**config.mk**
```make
export PLATFORM = sky130hd
export DESIGN_NAME = fslm_ram
export DESIGN_NICKNAME = d
export VERILOG_FILES = /design/src/rtl/assert_macros.svh /design/src/rtl/fslm_ram.sv
export SDC_FILE = /design/constraint.sdc
export NUM_CORES = 1
export LEC_CHECK = 0
export ABC_AREA = 1
export ABC_CLOCK_PERIOD_IN_PS = 1140
export BUFFER_PORTS_ARGS = -buffer_cell sky130_fd_sc_hd__buf_2
export CORE_MARGIN = 5
export CORE_UTILIZATION = 55
export CTS_CLUSTER_SIZE = 20
export DETAILED_ROUTE_END_ITERATION = 10
export PLACE_DENSITY = 0.86
export SYNTH_ARGS = -nofsm -noshare
export SYNTH_HDL_FRONTEND = slang
export SYNTH_SLANG_ARGS = --single-unit
```
**constraint.sdc**
```tcl
create_clock -name clk -period 1.14 [get_ports clk]
set_input_delay 0.114 -clock clk [delete_from_list [all_inputs] [get_ports clk]]
set_output_delay 0.114 -clock clk [all_outputs]
set_load 0.1 [all_outputs]
```
**src/rtl/assert_macros.svh**
```systemverilog
// Assertion helpers for the RTL
`ifndef ASSERT_MACROS_SVH
`define ASSERT_MACROS_SVH
// implication checked every cycle outside reset
`define FSLM_ASSERT_IMP(lbl, ante, cons, msg) \
  lbl: assert property (@(posedge clk) disable iff (!rst_n) (ante) |-> (cons)) else $error(msg);
// next-cycle implication outside reset
`define FSLM_ASSERT_NXT(lbl, ante, cons, msg) \
  lbl: assert property (@(posedge clk) disable iff (!rst_n) (ante) |=> (cons)) else $error(msg);
`endif

```
**src/rtl/fslm_ram.sv**
```systemverilog
// ---------------------------------------------------------------------------
// fslm_ram
// Generic single-port-write, single-read RAM with registered read data.
// ---------------------------------------------------------------------------
module fslm_ram #(
  parameter int WIDTH = 8,
  parameter int DEPTH = 16
) (
  input  logic                     clk,
  input  logic                     we,
  input  logic [$clog2(DEPTH)-1:0] waddr,
  input  logic [WIDTH-1:0]         wdata,
  input  logic [$clog2(DEPTH)-1:0] raddr,
  output logic [WIDTH-1:0]         rdata
);
  logic [WIDTH-1:0] mem [DEPTH];
  always_ff @(posedge clk) begin
    if (we) mem[waddr] <= wdata;
    rdata <= mem[raddr];
  end
endmodule

```
[Yosys cells after proc, flatten, opt, wreduce, memory -nomap -nowiden]
Memories as Yosys holds them, arrays and structs flattened. A register that Yosys moved wholly into a read port is not among the register bits.
Index checks and enable logic that the tools add are counted.
Storage, ports and cells
  flip-flop bits (word level): 0
  memories kept: 1
  output and inout bits: 8
  logic and storage cells: 3
  bits in writable memories: 128
Cells by class
  muxes and demuxes: 2
Memory list
  mem: words 16, bits a word 8, rd ports 1, clocked after Yosys merged registers in 1, wr ports 1, line fslm_ram.sv:16  | logic [WIDTH-1:0] mem [DEPTH];
Operators with widths (count)
  $mux W1: 2

[Logic depth before layout (Yosys ltp)]
  word-level depth: 2
  depth in mapped cells: 8
  gate-level depth less buffers: 7

[Least setup slack after synthesis]
OpenSTA, ideal clock, no wires.
  kind: input to register
  start: input waddr[3]
  end: memory mem[4][0] (enable)
  slack: 0.075 ns
  cell stages on the path: 2
  arrival time: 0.695 ns
  path through: nand3b_1 -> nor2_1
RTL lines
  start: declaration: line fslm_ram.sv:11  | input logic [$clog2(DEPTH)-1:0] waddr,
  end: declaration: line fslm_ram.sv:16
No word-level cell before the write port.

[Worst setup path after layout]
  start: register rdata[2], read port of mem
  end: output rdata[2]
RTL lines
  start: declaration: line fslm_ram.sv:14  | output logic [WIDTH-1:0] rdata
No word-level cell between the ends.

==> results.txt <==
----------------------------------------------------
[Global routing]
  Pin count of the biggest net entering global routing ... 65
  GRT Resource Usage Total ... 0.2252
  Number of antenna violations at the first check in global routing ... 0
  Wire length of the first global-routing pass ... roughly 22 mm
  Remaining global-route overflow ... 0
  Number of global-route vias before repair ... 4171

[Die]
  Num ports ... 26
  Die height ... ~110 um
  Effective utilization at floorplan ... 0.5611
  Die area ... 12630 um2
  Placeable Area ... 10280 um2
  Die width ... about 110 um
  Total number of placement rows ... 37

[Layout]
  Share of layout cells above drive strength 1 ... 0.1471
  Antenna diodes ... 0
  Final-stage net count ... 618
  Relative area change from synthesis to final layout ... 20.33%

[Place]
  Placement Setup Slack ... -33.36 ps
  Buffers added on ports ... 25
  Detailed Place HPWL ... 8.093 mm
  Routability Congestion ... ~0.82

[Status]
  Violated checks ... setup timing
  Status ... finished with violations

[Critical path]
  Crit path max-delay family ... flip-flops
  Data required, critical path ... about 1000 ps
  Slowest stage delay, CP ... about 370 ps
  Arrival time of the worst setup path ... 1060 ps
  CP Launch Type ... flop
  Critical-path maximum fanout ... 1
  Kind of critical path ... reg2out
  Source of the critical timing path ... rdata[2]
  Number of cells on the worst reg-to-reg path ... 6
  Worst reg2reg path endpoint ... rdata[4]
  CP max-delay cell ... sky130_fd_sc_hd__dfxtp_4
  Kind of end point of the critical path ... output port
  Origin of the critical flop-to-flop path ... mem[4][4]
  Setup slack of the worst register-to-register path ... roughly 60 ps
  Number of buffer and inverter instances along the worst setup path ... 1
  CP cell instances ... buf_12

[Synth]
  Net count after synthesis ... 569
  Leading post-synthesis cells by cell area ... sky130_fd_sc_hd__edfxtp_1 67%, sky130_fd_sc_hd__nand2_1 11%, sky130_fd_sc_hd__nand3_1 8.4%, sky130_fd_sc_hd__inv_1 6.5%, sky130_fd_sc_hd__dfxtp_1 2.8%
  Cell accounting for the most synthesized area ... sky130_fd_sc_hd__edfxtp_1
  Syn avg cell area ... 10.47 um2
  Post-Syn Instances ... roughly 550
  Fraction of synthesized cell area taken by the top area cell type ... 0.6665
  Count of yosys warnings during synthesis ... 0
  Register bit total from synthesis ... about 140
  Synth unique cells ... 12
  Post-synthesis instance area ... slightly below 6000 um2
  Register area share after synthesis ... 0.6943

[STA]
  Peak Freq ... around 0.85 GHz
  Clock Skew ... roughly 6.0 ps
  Final number of hold-violating endpoints ... 0
  Setup-violating endpoint count in the final report ... 6
  Max-slew violation total from the final report ... 0
  Pin slew with the least headroom to its limit ... 371.6 ps
  Worst slack on hold paths ... 4.393 ps
  Normalized max-slew margin ... 0.7523
  Post-route minimum period ... ~1200 ps
  Unrepaired setup endpoints after global routing ... yes
  Worst-case setup margin in the final layout ... -32.75 ps
  Final worst path period share ... 1.029

[Power]
  Leakage power ... 3.027 nW
  IR drop worst, VDD ... 1509 uV
  Power per standard cell area ... between 1500 and 2000 nW/um2

[Detailed routing]
  Routed Wire Length ... between 10 and 15 mm
  Pre-Repair DR Iteration Count ... 5
  Total via count after detailed routing ... 4118
  Final ANT Viol Nets ... 0
  Vias per std cell ... 5.505
  DRC violation count after routing ... 0
  Initial DRC count ... 510
  Final routed wire length divided by cell count ... around 18 um

[Hold path]
  Hold Path Cell Cnt ... 1
  Startpoint of the most critical hold path ... wdata[3]
  Path category of the worst min-delay check ... in2reg
  WHS Endpoint ... mem[13][3]

[Clock network]
  Clock Sinks ... 136
  Clock transition at the registers of the reported paths ... 60 ps
  Number of buffers created by CTS ... 17
  Clock latency on the worst-skew pair ... 520 ps
  Cell at the root of the clock tree ... sky130_fd_sc_hd__clkbuf_8
  Buffer count from post-CTS setup fixing ... 0
  CTS tree ... yes
  Longest Clk Path Bufs ... 2
  H-tree levels ... 4

[Flow run]
  Max cap viols ... 0

----------------------------------------------------
## registers in the layout, summed over array words and instances, names as in the netlist
signal  count
mem       128
rdata       8
## power breakdown
group          switching [mW]  leakage [nW]  internal, mW
sequential             0.0534          1.22          5.60
clock                    1.99         0.298          3.76
combinational           0.721          1.50         0.333
total                    2.77          3.03          9.69
## worst max-delay path by stage
stage	endpoint	slack [ps]	cells past startpoint
6_report	rdata[2]	-30	1
3_5_place_dp	rdata[6]	-30	7
2_1_floorplan	mem[4][0]	80	2
5_1_grt	rdata[2]	-50	1
4_1_cts	rdata[2]	-40	1
3_3_place_gp	mem[11][1]	30	4
## placed cells by master, fill, tap and decap left out
cell type / instances
sky130_fd_sc_hd__edfxtp_1: 128
sky130_fd_sc_hd__nor2_1: 17
sky130_fd_sc_hd__clkbuf_1: 2
sky130_fd_sc_hd__buf_4: 21
sky130_fd_sc_hd__dlygate4sd3_1: 3
sky130_fd_sc_hd__nand2_1: 173
sky130_fd_sc_hd__nand3b_1: 2
sky130_fd_sc_hd__dfxtp_4: 1
sky130_fd_sc_hd__clkbuf_16: 16
sky130_fd_sc_hd__clkbuf_8: 1
sky130_fd_sc_hd__clkinv_4: 3
sky130_fd_sc_hd__dfxtp_2: 7
sky130_fd_sc_hd__nand3_1: 97
sky130_fd_sc_hd__clkinv_2: 2
sky130_fd_sc_hd__clkinvlp_4: 2
sky130_fd_sc_hd__bufinv_16: 5
sky130_fd_sc_hd__buf_2: 17
sky130_fd_sc_hd__buf_12: 13
sky130_fd_sc_hd__inv_1: 100
sky130_fd_sc_hd__inv_2: 2
## final cells by class
cell class | count | area (um2)
sequential | 136 | 4016
fill | 685 | 3338
multi-input combinational | 289 | 1214
timing repair buffer | 54 | 533.0
clock buffer | 19 | 421.7
inverter | 102 | 382.9
clock inverter | 12 | 201.4
tap | 136 | 170.2
## stage by stage
stage,setup TNS [ps],instance area (um2),instances,utilization,power (mW)
final,-58.32,6939,748,0.6752,12.46
after global routing,-276.4,6939,748,0.6752,12.80
after CTS,-144.2,6939,748,0.6752,12.47
after detailed placement,-40.13,6274,714,0.6104,6.769
after global placement,0,6274,714,0.6104,6.728
after floorplan,0,5767,551,-,6.353
## per-layer routing
metal	routed length, um	global-route usage
met2	6962	0.3917
met4	379	0.09696
met5	0	0
met1	5023	0.2738
met3	1191	0.04474
## what timing repair did
item / CTS / global route
endpoints found under the setup margin: 8 / 8
hold endpoints to repair: 14 / 0
gates resized for setup: 9 / 0
hold buffers: 3 / 0
## kinds of logic (layout without fill, tap and decap cells)
logic type             count (synthesis)  count (layout)  synth area share
AND/OR/NAND/NOR                      289             289            0.2105
flip-flops                           136             136            0.6943
buffers and inverters                126             187           0.09525
## worst reg2reg max path, cell delays in order (launching register included)
cell and delay [ps]:
sky130_fd_sc_hd__edfxtp_1 400, sky130_fd_sc_hd__inv_1 80, sky130_fd_sc_hd__nand2_1 60, sky130_fd_sc_hd__nand3_1 100, sky130_fd_sc_hd__nand3_1 120, sky130_fd_sc_hd__nand3_1 140
sky130_fd_sc_hd__nand2_1 70
## cell usage after synthesis (all sizes together)
library cell	instances
nand3b	2
edfxtp	128
dfxtp	8
nor2	17
nand2	173
inv	102
nand3	97
buf	24
No activity file was read; power rests on OpenSTA's default activity.
